## src/hdl/cafe_pkg.sv

```systemverilog
// -----------------------------------------------------------------------------
// cafe_pkg: shared constants and helpers for the coordinate ASCII frame encoder
// Character codes, coordinate width, divide-by-ten constants and the
// decimal range limit used by the front and back parts.
// -----------------------------------------------------------------------------
package cafe_pkg;

   // field widths
   localparam int COORD_W = 16;
   localparam int BYTE_W  = 8;
   localparam int BCD_W   = 4;

   // default digit count per coordinate
   localparam int DEFAULT_DIGITS = 4;

   // ASCII codes used in the frame
   localparam logic [BYTE_W-1:0] CHAR_ZERO  = 8'h30;
   localparam logic [BYTE_W-1:0] CHAR_SPACE = 8'h20;
   localparam logic [BYTE_W-1:0] CHAR_Y     = 8'h79;
   localparam logic [BYTE_W-1:0] CHAR_S     = 8'h73;

   // v / 10 == (v * DIV10_MAGIC) >> DIV10_SHIFT, exact for every 16-bit v
   localparam logic [COORD_W-1:0] DIV10_MAGIC = 16'd52429;
   localparam int                 DIV10_SHIFT = 19;

   // 10 ** digits, evaluated at elaboration
   function automatic logic [63:0] pow10(input int digits);
      logic [63:0] lim;
      lim = 64'd1;
      for (int k = 0; k < digits; k++) begin
         lim = lim * 64'd10;
      end
      return lim;
   endfunction

endpackage

```

## src/hdl/cafe_fifo.sv

```systemverilog
// -----------------------------------------------------------------------------
// cafe_fifo: two-entry queue between the converter and the serializer
// Holds converted digit sets so the front can take a new pair while
// the back is still sending an earlier frame.
// -----------------------------------------------------------------------------
module cafe_fifo
   import cafe_pkg::*;
#(
   parameter int WIDTH = 33
) (
   input  logic             clock,
   input  logic             reset,
   input  logic             push_valid,
   output logic             push_ready,
   input  logic [WIDTH-1:0] push_data,
   output logic             pop_valid,
   input  logic             pop_ready,
   output logic [WIDTH-1:0] pop_data
);

   logic [WIDTH-1:0] mem_ff [2];
   logic             wr_ptr_ff, wr_ptr_in;
   logic             rd_ptr_ff, rd_ptr_in;
   logic [1:0]       count_ff, count_in;
   logic             do_push, do_pop;

   assign push_ready = (count_ff != 2'd2);
   assign pop_valid  = (count_ff != 2'd0);
   assign pop_data   = mem_ff[rd_ptr_ff];

   assign do_push = push_valid && push_ready;
   assign do_pop  = pop_valid && pop_ready;

   // pointer and occupancy update
   always_comb begin
      wr_ptr_in = do_push ? ~wr_ptr_ff : wr_ptr_ff;
      rd_ptr_in = do_pop ? ~rd_ptr_ff : rd_ptr_ff;
      count_in  = count_ff;
      if (do_push && !do_pop) begin
         count_in = count_ff + 2'd1;
      end else if (do_pop && !do_push) begin
         count_in = count_ff - 2'd1;
      end
   end

   always_ff @(posedge clock) begin
      if (reset) begin
         wr_ptr_ff <= 1'b0;
         rd_ptr_ff <= 1'b0;
         count_ff  <= 2'd0;
      end else begin
         wr_ptr_ff <= wr_ptr_in;
         rd_ptr_ff <= rd_ptr_in;
         count_ff  <= count_in;
      end
   end

   // storage, no reset needed
   always_ff @(posedge clock) begin
      if (do_push) begin
         mem_ff[wr_ptr_ff] <= push_data;
      end
   end

endmodule

```

## src/hdl/cafe_front.sv

```systemverilog
// -----------------------------------------------------------------------------
// cafe_front: coordinate intake and binary-to-decimal conversion
// Takes one coordinate pair, flags values out of decimal range and peels
// off one decimal digit per cycle for both coordinates in parallel.
// -----------------------------------------------------------------------------
module cafe_front
   import cafe_pkg::*;
#(
   parameter int DIGITS = DEFAULT_DIGITS
) (
   input  logic                          clock,
   input  logic                          reset,
   input  logic                          in_valid,
   output logic                          in_ready,
   input  logic [COORD_W-1:0]            in_x,
   input  logic [COORD_W-1:0]            in_y,
   output logic                          out_valid,
   input  logic                          out_ready,
   output logic [2*DIGITS*BCD_W:0]       out_data
);

   localparam int          CntW  = $clog2(DIGITS + 1);
   localparam logic [63:0] Limit = pow10(DIGITS);
   localparam int          DigW  = DIGITS * BCD_W;

   logic                 busy_ff, busy_in;
   logic [CntW-1:0]      cnt_ff, cnt_in;
   logic [COORD_W-1:0]   vx_ff, vx_in, vy_ff, vy_in;
   logic [DigW-1:0]      dx_ff, dx_in, dy_ff, dy_in;
   logic                 wide_ff, wide_in;
   logic                 done, accept, push;
   logic [BCD_W-1:0]     rem_x, rem_y;
   logic [COORD_W-1:0]   quo_x, quo_y;

   // one divide-by-ten step: reciprocal multiply, then remainder
   function automatic logic [COORD_W+BCD_W-1:0] div10(input logic [COORD_W-1:0] v);
      logic [2*COORD_W-1:0] prod;
      logic [COORD_W-1:0]   q;
      logic [COORD_W-1:0]   q10;
      logic [COORD_W-1:0]   r;
      prod = v * DIV10_MAGIC;
      q    = COORD_W'(prod >> DIV10_SHIFT);
      q10  = (q << 3) + (q << 1);
      r    = v - q10;
      return {q, r[BCD_W-1:0]};
   endfunction

   assign {quo_x, rem_x} = div10(vx_ff);
   assign {quo_y, rem_y} = div10(vy_ff);

   assign done      = busy_ff && (cnt_ff == CntW'(DIGITS));
   assign out_valid = done;
   assign push      = done && out_ready;
   assign in_ready  = !busy_ff || push;
   assign accept    = in_valid && in_ready;
   assign out_data  = {wide_ff, dy_ff, dx_ff};

   // conversion sequencing
   always_comb begin
      busy_in = busy_ff;
      cnt_in  = cnt_ff;
      vx_in   = vx_ff;
      vy_in   = vy_ff;
      dx_in   = dx_ff;
      dy_in   = dy_ff;
      wide_in = wide_ff;
      if (accept) begin
         busy_in = 1'b1;
         cnt_in  = '0;
         vx_in   = in_x;
         vy_in   = in_y;
         wide_in = ({48'd0, in_x} >= Limit) || ({48'd0, in_y} >= Limit);
      end else if (push) begin
         busy_in = 1'b0;
      end else if (busy_ff && !done) begin
         // least significant digit enters first and ends at the top position
         cnt_in = cnt_ff + CntW'(1);
         vx_in  = quo_x;
         vy_in  = quo_y;
         if (DIGITS > 1) begin
            dx_in = {dx_ff[DigW-BCD_W-1:0], rem_x};
            dy_in = {dy_ff[DigW-BCD_W-1:0], rem_y};
         end else begin
            dx_in = DigW'(rem_x);
            dy_in = DigW'(rem_y);
         end
      end
   end

   always_ff @(posedge clock) begin
      if (reset) begin
         busy_ff <= 1'b0;
         cnt_ff  <= '0;
      end else begin
         busy_ff <= busy_in;
         cnt_ff  <= cnt_in;
      end
   end

   always_ff @(posedge clock) begin
      vx_ff   <= vx_in;
      vy_ff   <= vy_in;
      dx_ff   <= dx_in;
      dy_ff   <= dy_in;
      wide_ff <= wide_in;
   end

endmodule

```

## src/hdl/cafe_back.sv

```systemverilog
// -----------------------------------------------------------------------------
// cafe_back: frame assembly and byte serializer
// Expands a queued digit set into the ASCII frame and sends it one byte
// per cycle while out_ready is high, through a registered output stage.
// -----------------------------------------------------------------------------
module cafe_back
   import cafe_pkg::*;
#(
   parameter int DIGITS = DEFAULT_DIGITS
) (
   input  logic                    clock,
   input  logic                    reset,
   input  logic                    in_valid,
   output logic                    in_ready,
   input  logic [2*DIGITS*BCD_W:0] in_data,
   output logic                    out_valid,
   input  logic                    out_ready,
   output logic [BYTE_W-1:0]       out_byte,
   output logic                    out_last,
   output logic                    out_wide
);

   localparam int FrameLen = 2 * DIGITS + 4;
   localparam int PosW     = $clog2(FrameLen);
   localparam int DigW     = DIGITS * BCD_W;

   logic [BYTE_W-1:0] frame_ff [FrameLen];
   logic [BYTE_W-1:0] frame_in [FrameLen];
   logic [BYTE_W-1:0] built    [FrameLen];
   logic [PosW-1:0]   pos_ff, pos_in;
   logic              active_ff, active_in;
   logic              wide_ff, wide_in;
   logic              valid_ff, valid_in;
   logic [BYTE_W-1:0] byte_ff, byte_in;
   logic              last_ff, last_in;
   logic              owide_ff, owide_in;
   logic              out_free, emit, at_last, pop;
   logic              in_wide;
   logic [DigW-1:0]   in_dx, in_dy;

   assign {in_wide, in_dy, in_dx} = in_data;

   // frame layout: x digits, space, y digits, space, 'y', 's'
   // the most significant digit sits in the lowest nibble of a digit set
   always_comb begin
      for (int k = 0; k < FrameLen; k++) begin
         built[k] = '0;
      end
      if (!in_wide) begin
         for (int k = 0; k < DIGITS; k++) begin
            built[k]          = CHAR_ZERO + {4'd0, in_dx[k*BCD_W +: BCD_W]};
            built[DIGITS+1+k] = CHAR_ZERO + {4'd0, in_dy[k*BCD_W +: BCD_W]};
         end
         built[DIGITS]       = CHAR_SPACE;
         built[2*DIGITS+1]   = CHAR_SPACE;
         built[2*DIGITS+2]   = CHAR_Y;
         built[2*DIGITS+3]   = CHAR_S;
      end
   end

   assign out_free = !valid_ff || out_ready;
   assign emit     = active_ff && out_free;
   assign at_last  = (pos_ff == PosW'(FrameLen - 1));
   assign pop      = in_valid && (!active_ff || (emit && at_last));
   assign in_ready = !active_ff || (emit && at_last);

   // serializer and output stage
   always_comb begin
      frame_in  = frame_ff;
      pos_in    = pos_ff;
      active_in = active_ff;
      wide_in   = wide_ff;
      valid_in  = valid_ff;
      byte_in   = byte_ff;
      last_in   = last_ff;
      owide_in  = owide_ff;
      if (emit) begin
         valid_in = 1'b1;
         byte_in  = frame_ff[0];
         last_in  = at_last;
         owide_in = wide_ff;
      end else if (out_ready) begin
         valid_in = 1'b0;
      end
      if (pop) begin
         frame_in  = built;
         pos_in    = '0;
         active_in = 1'b1;
         wide_in   = in_wide;
      end else if (emit) begin
         for (int k = 0; k < FrameLen - 1; k++) begin
            frame_in[k] = frame_ff[k+1];
         end
         frame_in[FrameLen-1] = '0;
         pos_in = pos_ff + PosW'(1);
         if (at_last) begin
            active_in = 1'b0;
         end
      end
   end

   always_ff @(posedge clock) begin
      if (reset) begin
         active_ff <= 1'b0;
         valid_ff  <= 1'b0;
         pos_ff    <= '0;
      end else begin
         active_ff <= active_in;
         valid_ff  <= valid_in;
         pos_ff    <= pos_in;
      end
   end

   always_ff @(posedge clock) begin
      frame_ff <= frame_in;
      wide_ff  <= wide_in;
      byte_ff  <= byte_in;
      last_ff  <= last_in;
      owide_ff <= owide_in;
   end

   assign out_valid = valid_ff;
   assign out_byte  = byte_ff;
   assign out_last  = last_ff;
   assign out_wide  = owide_ff;

endmodule

```

## src/hdl/coordinate_ascii_frame_encoder.sv

```systemverilog
// -----------------------------------------------------------------------------
// coordinate_ascii_frame_encoder: coordinate pair to ASCII serial frame
// Each pair becomes DIGITS zero-padded digits of x, a space, DIGITS digits
// of y, a space, 'y', 's'. Out-of-range pairs give an all-zero frame with
// the error flag set on every byte.
//
//  channel | direction | tdata                              | tlast / tuser
//  --------+-----------+------------------------------------+------------------
//  req_    | in        | [15:0] coord_x, [31:16] coord_y    | -
//  rsp_    | out       | [7:0] frame_byte                   | last_byte/too_wide
//
// The converter peels off the digits of a pair; the serializer then sends
// 2*DIGITS+4 bytes, one per cycle while rsp_tready is high, so the byte
// serializer, not the converter, sets the sustained pair rate.
// Reset is synchronous and clears the control state; no clearing pass.
// Backpressure on rsp_ holds the output register and fills the two-entry
// queue before req_tready drops.
// -----------------------------------------------------------------------------
module coordinate_ascii_frame_encoder
   import cafe_pkg::*;
#(
   parameter int DIGITS = DEFAULT_DIGITS
) (
   input  logic        clock,
   input  logic        reset,
   input  logic        req_tvalid,
   output logic        req_tready,
   input  logic [31:0] req_tdata,   // [15:0] coord_x, [31:16] coord_y
   output logic        rsp_tvalid,
   input  logic        rsp_tready,
   output logic [7:0]  rsp_tdata,   // [7:0] frame_byte
   output logic        rsp_tlast,   // last_byte
   output logic        rsp_tuser    // [0] too_wide
);

   localparam int EntryW = 2 * DIGITS * BCD_W + 1;

   logic              cv_valid, cv_ready;
   logic [EntryW-1:0] cv_data;
   logic              q_valid, q_ready;
   logic [EntryW-1:0] q_data;

   // converter
   cafe_front #(
      .DIGITS (DIGITS)
   ) u_front (
      .clock     (clock),
      .reset     (reset),
      .in_valid  (req_tvalid),
      .in_ready  (req_tready),
      .in_x      (req_tdata[15:0]),
      .in_y      (req_tdata[31:16]),
      .out_valid (cv_valid),
      .out_ready (cv_ready),
      .out_data  (cv_data)
   );

   // queue between converter and serializer
   cafe_fifo #(
      .WIDTH (EntryW)
   ) u_fifo (
      .clock      (clock),
      .reset      (reset),
      .push_valid (cv_valid),
      .push_ready (cv_ready),
      .push_data  (cv_data),
      .pop_valid  (q_valid),
      .pop_ready  (q_ready),
      .pop_data   (q_data)
   );

   // frame serializer
   cafe_back #(
      .DIGITS (DIGITS)
   ) u_back (
      .clock     (clock),
      .reset     (reset),
      .in_valid  (q_valid),
      .in_ready  (q_ready),
      .in_data   (q_data),
      .out_valid (rsp_tvalid),
      .out_ready (rsp_tready),
      .out_byte  (rsp_tdata),
      .out_last  (rsp_tlast),
      .out_wide  (rsp_tuser)
   );

endmodule
```

## config.mk

```make
export PLATFORM = sky130hd
export DESIGN_NAME = coordinate_ascii_frame_encoder
export DESIGN_NICKNAME = d
export VERILOG_FILES = /design/src/hdl/cafe_pkg.sv /design/src/hdl/cafe_fifo.sv /design/src/hdl/cafe_front.sv /design/src/hdl/cafe_back.sv /design/src/hdl/coordinate_ascii_frame_encoder.sv
export SDC_FILE = /design/constraint.sdc
export NUM_CORES = 1
export LEC_CHECK = 0
export BUFFER_PORTS_ARGS = -buffer_cell sky130_fd_sc_hd__buf_4
export CAP_MARGIN = 15
export CORE_MARGIN = 2
export CORE_UTILIZATION = 45
export DETAILED_ROUTE_END_ITERATION = 10
export GPL_ROUTABILITY_DRIVEN = 0
export GPL_TIMING_DRIVEN = 0
export MAX_ROUTING_LAYER = met4
export PLACE_DENSITY = 0.61
export SLEW_MARGIN = 20
export SYNTH_ARGS = -nofsm -noshare
export SYNTH_HDL_FRONTEND = slang
export SYNTH_SLANG_ARGS = --single-unit
```

## constraint.sdc

```tcl
create_clock -name clock -period 6.2 [get_ports clock]
set_clock_uncertainty 0.15 [all_clocks]
set_input_delay 0.31 -clock clock [delete_from_list [all_inputs] [get_ports clock]]
set_output_delay 0.31 -clock clock [all_outputs]
set_load 0.01 [all_outputs]
```

Word level (Yosys, flattened, before mapping)
Memory sizes are Yosys's and may differ from the RTL's. A register that Yosys moved wholly into a read port is not among the register bits.
Index checks and enable logic that the tools add are counted.
- register bits: 186
- bits in latches: 0
- memory bits (writable): 66
- memory bits (read-only): 0
- input bits: 36
- output and inout port bits: 12
- memories: 1
- memories (memory ; depth ; width ; rd ports ; clocked after Yosys merged registers in ; write ports ; RTL line ; source):
    u_fifo.mem_ff ; 2 ; 33 ; 1 ; 1 ; 1 ; cafe_fifo.sv:21 ; logic [WIDTH-1:0] mem_ff [2];
- add/sub/neg operators: 16
- $mul: 2
- div/mod/pow operators: 0
- magnitude comparators: 2
- equality and inequality tests: 4
- shift-type cells: 0
- mux-type cells: 22
- bitwise logic cells: 4
- reductions and logical operators: 32
- operators with widths (kind ; count):
    two-way mux 96 bit ; 3
    two-way mux 16 bit ; 6
    multiplier 16 x 16 -> 32 bit, second input constant ; 2
    adder 6 x 4 -> 7 bit, first input constant ; 8
    greater-or-equal comparator 16 x 14 -> 1 bit, second input constant ; 2
    nonzero test 2 bit ; 7
    two-way mux 1 bit ; 11
    logical AND 1 bit ; 9
    adder 4 bit ; 2
    subtractor 4 bit ; 2
    zero test 1 bit ; 6
    AND reduction 2 bit ; 3
    adder 4 x 1 -> 4 bit, second input constant ; 1
    == test 4 bit, second input constant ; 1
    logical OR 1 bit ; 4
    two-way mux 2 bit ; 2
    inequality test 2 bit, second input constant ; 2
    inverter 1 bit ; 4
    OR reduction 2 bit ; 2
    adder 3 x 1 -> 3 bit, second input constant ; 1
    == test 3 bit, second input constant ; 1
    AND reduction 3 bit ; 1
    adder 2 x 1 -> 2 bit, second input constant ; 1
    subtractor 2 x 1 -> 2 bit, second input constant ; 1

Depth between registers and ports, before layout
Gate-level depths: netlist of run 1.
- word-level depth: 9
- gate-level depth with buffers: 22

Hierarchy
A second synthesis of run 1 with hierarchy kept.
- cells, all modules: 1434
- area total of the unflattened synthesis: 17655.7 um2
- by module, submodules not included (module ; instances ; cells each ; area an instance (um2)):
    cafe_front ; 1 ; 1078 ; 11443.5
    cafe_back ; 1 ; 229 ; 3616.0
    cafe_fifo ; 1 ; 127 ; 2596.2

Least setup slack after synthesis of run 1
Ideal clock, no wire load.
- kind: register -> register
- start: register u_front.vx_ff[3]
- end: register u_front.dx_ff[3] (data pin)
- library setup time: 0.262 ns
- data arrival time: 5.029 ns
- data required time: 5.788 ns
- slack: 0.760 ns
- cell stages (with the launch flop): 21
- buffers on the path: 0
- period minus slack after synthesis: 5.440 ns
- path through: edfxtp_1 > ha_1 > inv_1 > fa_1 > inv_1 > fa_1 > fa_1 > fa_1 > inv_1 > fa_1 > inv_1 > ha_1 > a211oi_2 > nor2_1 > nor2_1 > o21ai_0 > xor2_1 > ha_1 > a211oi_1 > xnor2_1 > xnor2_1
- longest elaborated chain between the ends: 3
- ends and longest elaborated chain (element ; RTL line ; source):
    start, declared ; cafe_front.sv:28 ; logic [COORD_W-1:0] vx_ff, vx_in, vy_ff, vy_in;
    start signal, assigned ; cafe_front.sv:101 ; vx_ff <= vx_in;
    multiplier 16 x 16 -> 32 bit ; cafe_front.sv:41 ; prod = v * DIV10_MAGIC;
    adder 4 bit ; cafe_front.sv:43 ; q10 = (q << 3) + (q << 1);
    subtractor 4 bit (*) ; cafe_front.sv:44 ; r = v - q10;
    named net u_front.rem_x[3] ; cafe_front.sv:32 ; logic [BCD_W-1:0] rem_x, rem_y;
    end signal, assigned ; cafe_front.sv:103 ; dx_ff <= dx_in;
    end, declared ; cafe_front.sv:29 ; logic [DigW-1:0] dx_ff, dx_in, dy_ff, dy_in;
The timed path passes the listed nets; every way through them passes the cells marked *.
A chain may end at the register's enable or synchronous reset.

Final worst setup path of run 1
- start: register u_front.vy_ff[6]
- end: register u_front.vy_ff[10] (data pin)
- longest elaborated chain between the ends: 4
- ends and longest elaborated chain (element ; RTL line ; source):
    start, declared ; cafe_front.sv:28 ;
    start signal, assigned ; cafe_front.sv:102 ; vy_ff <= vy_in;
    multiplier 16 x 16 -> 32 bit ; cafe_front.sv:41 ;
    two-way mux 16 bit ; cafe_front.sv:75 ; end else if (busy_ff && !done) begin
    two-way mux 16 bit ; cafe_front.sv:73 ; end else if (push) begin
    two-way mux 16 bit ; cafe_front.sv:67 ; if (accept) begin
    named net u_front.vy_in[10] ; cafe_front.sv:28 ;
The timed path passes the listed nets, and every way through them passes these cells. The select of a mux whose other input is x is not followed.

==> reports/qor.csv, run 1 <==
stage,metric,value,unit
cts,clock_path_buffers,3,
drt,via_per_inst,5.02,
setup_path,crit_path_start_kind,register,
floorplan,core,38600,sq um
logic_synthesis,syn_inst,1477,
cts,cts-root-buf,clkbuf_16,
floorplan,die_w,201,um
status,outcome,finished clean,
timing,fin_crit,6.00,ns
setup_path,max_stage_delay,0.54,ns
timing,finalHoldViolCount,0,
floorplan,dieArea,40500,sq um
drt,routed_wl,35400,um
global_routing,grt_overflow,0,
cts,path_clk_slew,0.06,ns
floorplan,start_util,0.454,
setup_path,arrival,6.05,ns
setup_path,endpoint_kind,register,
cts,cts.sinks,225,
timing,drv_slew,0,
logic_synthesis,netlist_area,17500,sq um
drt,vias,10700,
final_layout,nFillCells,3484,
setup_path,crit_buf_inv,4,
floorplan,ios,48,
global_routing,grtUsageTotal,0.188,
setup_path,cp_max_fo,5,
placement,post-dp-hpwl,28600,um
timing,slew_headroom,0.400,
min_path,hold_path_depth,3,
timing,max_freq,167,MHz
logic_synthesis,avgSynthCellArea,11.8,sq um
global_routing,grt_pass1_wl,58700,um
floorplan,num_rows,72,
drt,dr.pass1.iters,5,
final_layout,utilization,0.513,
final_layout,fin_nets,2063,
timing,rsz0062_at_grt,no,
setup_path,crit_chain,ha_1 -> inv_1 -> fa_1 -> inv_1 -> fa_1 -> fa_1 -> fa_1 -> inv_1 -> fa_1 -> inv_1 -> ha_2 -> nand4_1 -> nor2_1 -> a311oi_1 -> and4_1 -> nor2_1 -> a41oi_1 -> xor2_1 -> a21oi_1,
logic_synthesis,synth_sequential_area_ratio,0.377,
global_routing,grt_pass1_vias,11300,
logic_synthesis,synth_edf_count,210,
timing,worstMarginPinSlew,0.899,ns
cts,cts_tree,done,
cts,worstSkewPairLatency,0.51,ns
timing,setup_violations,0,
final_layout,fin_area,19800,sq um
drt,wl_per_cell,16.6,um
drt,drtIter0Drc,592,
placement,placedInstanceArea,18600,sq um
setup_path,crit_cells,19,
final_layout,area_growth,13.0,%
global_routing,grt_antenna_before_repair,1,
logic_synthesis,synth_nets,1944,
logic_synthesis,synth_top_flop_cell,edfxtp_1,
cts,h-tree-depth,1,
global_routing,grt_max_degree,41,
setup_path,crit_family,adder cells,
setup_path,crit_path_frequent_cell,fa_1,
final_layout,drive_gt1_frac,0.0850,
logic_synthesis,async_flop_share,0,
run,cap_violations,0,
drt,antenna_left,0,
logic_synthesis,ys_warn_count,0,
setup_path,worstSetupPathType,reg2reg,
setup_path,slowest_stage,fa_1,
cts,cts_buffers,22,
setup_path,cp_data_required_time,6.25,ns
min_path,hp-class,in2reg,
drt,drc,0,
timing,fin_hold_ws,0.0171,ns
logic_synthesis,ys_seq_elements,225,
setup_path,r2r_cells,19,
timing,period_share,0.967,
floorplan,die_y,201,um
logic_synthesis,synth_cell_types,61,
placement,io_buffers,46,
==> routing by layer <==
metal,share of wire,routed length [um],vias to the layer above,track usage
met1,0.47,16500,5269,0.252
met3,0.034,1190,37,0.0199
met5,0,0,-,-
met4,0.013,466,0,0.0265
met2,0.49,17300,160,0.316
li1,-,-,5234,-
==> synthesized netlist by cell type, drive strengths merged (12+ instances only) <==
| library cell | instances | area share |
|---|---|---|
| a21oi | 46 | 0.013 |
| a21o | 12 | 0.0052 |
| dfxtp | 15 | 0.017 |
| o31ai | 36 | 0.016 |
| o21ai | 29 | 0.0083 |
| mux2i | 33 | 0.019 |
| xor2 | 27 | 0.014 |
| ha | 271 | 0.19 |
| edfxtp | 210 | 0.36 |
| nor2 | 46 | 0.0099 |
| nand3 | 12 | 0.0034 |
| inv | 293 | 0.063 |
| clkbuf | 21 | 0.0045 |
| fa | 160 | 0.18 |
| xnor2 | 26 | 0.013 |
| and2 | 16 | 0.0057 |
| nand2 | 109 | 0.023 |
==> final cells by class <==
type	count	area, sq um	area share
timing repair buffer	95	846	0.0428
sequential	225	6610	0.334
tap	518	648	0.0328
clock buffer	34	626	0.0316
antenna	1	2.50	0.000126
multi-input combinational	930	9770	0.494
buffer	29	116	0.00588
clock inverter	6	70.1	0.00354
inverter	293	1100	0.0556
==> worst reg2reg max path: cells and delay by family, from the launching register on <==
family / cells / cell delay, ns
AND/OR/NAND/NOR: 4 / 0.71
adder cells (fa/ha/maj): 7 / 3.12
XOR/XNOR: 1 / 0.20
AO/OA/AOI/OAI: 3 / 0.77
buffers and inverters: 4 / 0.25
flip-flops: 1 / 0.51
==> path summary, 6_finish.rpt <==
kind	end	start	slack [ns]
worst min-delay path	u_front.vx_ff[8]	req_tdata[8]	0.02
worst max register to register	u_front.vy_ff[10]	u_front.vy_ff[6]	0.20
worst max-delay path	u_front.vy_ff[10]	u_front.vy_ff[6]	0.20
worst min register to register	u_back.out_byte[0]	u_back.frame_ff[88]	0.27
==> sequential cells by signal (all words and copies together) (netlist names), 2 cells and up, named ones only <==
name,flops
u_front.dx_ff,16
u_fifo.mem_ff,66
u_fifo.count_ff,2
u_front.dy_ff,16
u_front.vx_ff,16
u_front.vy_ff,16
u_back.pos_ff,4
u_back.out_byte,7
u_back.frame_ff,69
u_front.cnt_ff,3
==> layout by cell type, fill, tap and decap left out, drive strengths merged, types with 3 or more instances in the layout <==
| cell | n |
|---|---|
| a211oi | 4 |
| a21o | 12 |
| a21oi | 46 |
| and2 | 16 |
| and3 | 9 |
| and4 | 4 |
| buf | 79 |
| clkbuf | 55 |
| clkinv | 3 |
| dfxtp | 15 |
| dlygate4sd3 | 24 |
| edfxtp | 210 |
| fa | 160 |
| ha | 271 |
| inv | 293 |
| mux2i | 33 |
| nand2 | 109 |
| nand2b | 3 |
| nand3 | 12 |
| nand4 | 10 |
| nor2 | 46 |
| nor2b | 6 |
| nor3 | 11 |
| nor4 | 5 |
| o2111ai | 4 |
| o211ai | 7 |
| o21a | 8 |
| o21ai | 29 |
| o21bai | 4 |
| o22ai | 3 |
| o31ai | 36 |
| or2 | 7 |
| xnor2 | 26 |
| xor2 | 27 |
==> logic make-up (layout without fill, tap and decap cells) <==
| group | Yosys count | after routing | synth area share |
|---|---|---|---|
| other | 1 | 2 | 0.000214 |
| buffers and inverters | 322 | 457 | 0.0695 |
| flip-flops | 225 | 225 | 0.377 |
| adder cells (fa/ha/maj) | 431 | 431 | 0.377 |
| AO/OA/AOI/OAI | 166 | 166 | 0.0635 |
| XOR/XNOR | 54 | 54 | 0.0278 |
| AND/OR/NAND/NOR | 243 | 243 | 0.0646 |
| multiplexers | 35 | 35 | 0.0202 |
==> metrics by stage <==
stage / instances / TNS [ns] / worst slack, ns
floorplan: 1477 / 0 / 0.760
global placement: 2041 / -0.00754 / -0.00754
detailed placement: 2045 / 0 / 0.00692
CTS: 2110 / 0 / 0.00445
global route: 2131 / 0 / 0.00246
finish: 2131 / 0 / 0.202
==> timing repair <==
| action | 4_1_cts | 5_1_grt |
|---|---|---|
| hold buffers | 24 | 0 |
| endpoints found under the setup margin | 2 | 14 |
| setup buffers | 1 | 20 |
| pin swaps | 0 | 5 |
| resized for setup | 1 | 14 |
| hold endpoints to repair | 27 | 0 |
| gates cloned | 0 | 0 |
Power of run 1 is left out: the tool's default activity adds up to more than one toggle a clock period on the data nets, which glitch-free logic cannot reach.
==> run 2, diff against run 1 <==
- HOLD_SLACK_MARGIN: unset -> 0.1
- clock period: 6.2 -> 5.8 ns (I/O delays scaled with it)
==> reports/qor.csv, run 2 (synthesized netlist as in run 1, its figures left out) <==
stage,metric,value,unit,change
placement,post-dp-hpwl,28600,um,unchanged
cts,h-tree-depth,1,,unchanged
setup_path,cp_max_fo,5,,unchanged
final_layout,largest_reg_flops,69,,unchanged
final_layout,final_cell_mix,"289 x inv_1, 251 x ha_1, 210 x edfxtp_1, 160 x fa_1, 109 x nand2_1",,
setup_path,startpoint,u_front.vy_ff[7],,
status,violations,setup timing,,
drt,routed_wl,36900,um,+4.1%
timing,setup_violations,1,,+1
floorplan,core,38600,sq um,unchanged
timing,fin_crit,5.85,ns,-0.145 ns
setup_path,max_stage_delay,0.53,ns,about the same
global_routing,grtUsageTotal,0.194,,+0.00609
placement,io_buffers,46,,unchanged
floorplan,start_util,0.454,,unchanged
run,cap_violations,0,,unchanged
cts,cts_buffers,22,,unchanged
global_routing,grt_pass1_vias,11600,,+3.4%
cts,cts_tree,done,,
cts,worstSkewPairLatency,0.51,ns,about the same
final_layout,top_register,u_back.frame_ff,,
global_routing,grt_max_degree,41,,unchanged
drt,wl_per_cell,16.9,um,+1.6%
setup_path,crit_path_frequent_cell,fa_1,,
min_path,hp-class,in2reg,,
final_layout,fin_nets,2115,,+2.5%
final_layout,drive_gt1_frac,0.133,,+0.0478
final_layout,nFillCells,3378,,-3.0%
final_layout,multi_input_area,10100,sq um,+3.2%
cts,cts-root-buf,clkbuf_16,,
setup_path,cp_data_required_time,5.88,ns,-0.37 ns
status,outcome,"finished, violations left",,
cts,cts.sinks,225,,unchanged
setup_path,endpoint_kind,register,,
timing,rsz0062_at_grt,yes,,
floorplan,ios,48,,unchanged
setup_path,slowest_stage,edfxtp_1,,
final_layout,layout_commonest_cell,inv_1,,
global_routing,grt_antenna_before_repair,1,,unchanged
timing,worstMarginPinSlew,0.907,ns,+0.00773 ns
final_layout,seq_area,6610,sq um,unchanged
setup_path,crit_path_start_kind,register,,
floorplan,dieArea,40500,sq um,unchanged
floorplan,die_y,201,um,unchanged
drt,dr.pass1.iters,5,,unchanged
setup_path,arrival,5.93,ns,-0.12 ns
timing,finalHoldViolCount,0,,unchanged
drt,drtIter0Drc,538,,-9.1%
timing,max_freq,171,MHz,+2.5%
drt,vias,11000,,+2.4%
setup_path,reg2reg_from,u_front.vy_ff[7],,
min_path,hold_start,req_tdata[17],,
timing,layout_setup_ws,-0.0523,ns,-0.255 ns
final_layout,area_growth,17.2,%,
cts,path_clk_slew,0.06,ns,about the same
floorplan,num_rows,72,,unchanged
global_routing,grt_overflow,0,,unchanged
setup_path,worstSetupPathType,reg2reg,,
timing,drv_slew,0,,unchanged
drt,via_per_inst,5.02,,about the same
drt,antenna_left,0,,unchanged
floorplan,die_w,201,um,unchanged
final_layout,reg.largest.list,"u_back.frame_ff (69), u_fifo.mem_ff (66)",,
drt,drc,0,,unchanged
global_routing,grt_pass1_wl,60500,um,+3.0%
timing,period_share,1.01,,+0.0417
timing,tns,-0.0523,ns,-0.0523 ns
timing,slew_headroom,0.395,,-0.00516
setup_path,crit_chain,ha_4 -> inv_4 -> fa_1 -> inv_1 -> fa_1 -> fa_1 -> fa_1 -> inv_1 -> fa_1 -> inv_2 -> ha_4 -> nand4_1 -> nor2_1 -> a311oi_2 -> nor3b_4 -> buf_4 -> xnor2_4 -> nand2_1 -> xnor3_1,,
cts,clock_path_buffers,3,,unchanged
## run 2: path summary, 6_finish.rpt
path / slack, ns / endpoint / cells after the start
worst max-delay path: -0.05 / u_front.dy_ff[3] / 19
worst min-delay path: 0.16 / u_front.vy_ff[1] / 3
worst max register to register: -0.05 / u_front.dy_ff[3] / 19
worst min register to register: 0.27 / u_back.out_byte[0] / 0
## run 2: per-layer routing
metal,GRT usage,routed length [um],up-vias
li1,-,-,5324
met1,0.258,17100,5430
met2,0.328,18100,160
met3,0.0188,1140,40
met4,0.0320,554,0
met5,-,0,-
## run 2: repair_timing
item,CTS,global route
hold endpoints to repair,39,0
endpoints found under the setup margin,23,17
buffers inserted,41,20
gates resized for setup,30,48
hold buffers,36,0
pin swaps,7,28
## run 2: per-stage QoR
stage	std cells	cell area (sq um)	utilization	worst slack, ns	hold WS, ns
after floorplan	1477	17500	-	0.360	0.217
after global placement	2041	18500	0.480	-0.408	0.251
after detailed placement	2045	18600	0.483	-0.393	0.257
after CTS	2162	20200	0.523	-0.00184	0.132
after global routing	2183	20500	0.532	-0.179	0.144
final	2183	20500	0.532	-0.0523	0.157
## run 2: cell type report
class                   instances  share of cell area
multi-input cells             930               0.491
flip-flops and latches        225               0.322
repair buffers                147              0.0619
inverters                     293              0.0537
well taps                     518              0.0316
clock buffers                  34              0.0305
plain buffers                  29             0.00567
clock inverters                 6             0.00341
diodes                          1            0.000122
## run 2: critical path: cells and delay by family, from the launching register on
family          cells  cell delay, ns
buf+inv             5            0.38
flops               1            0.53
xor+xnor            2            0.50
simple gates        4            0.66
compound gates      1            0.34
fa+ha+maj           7            3.03
Power of run 2 is left out for the same reason.
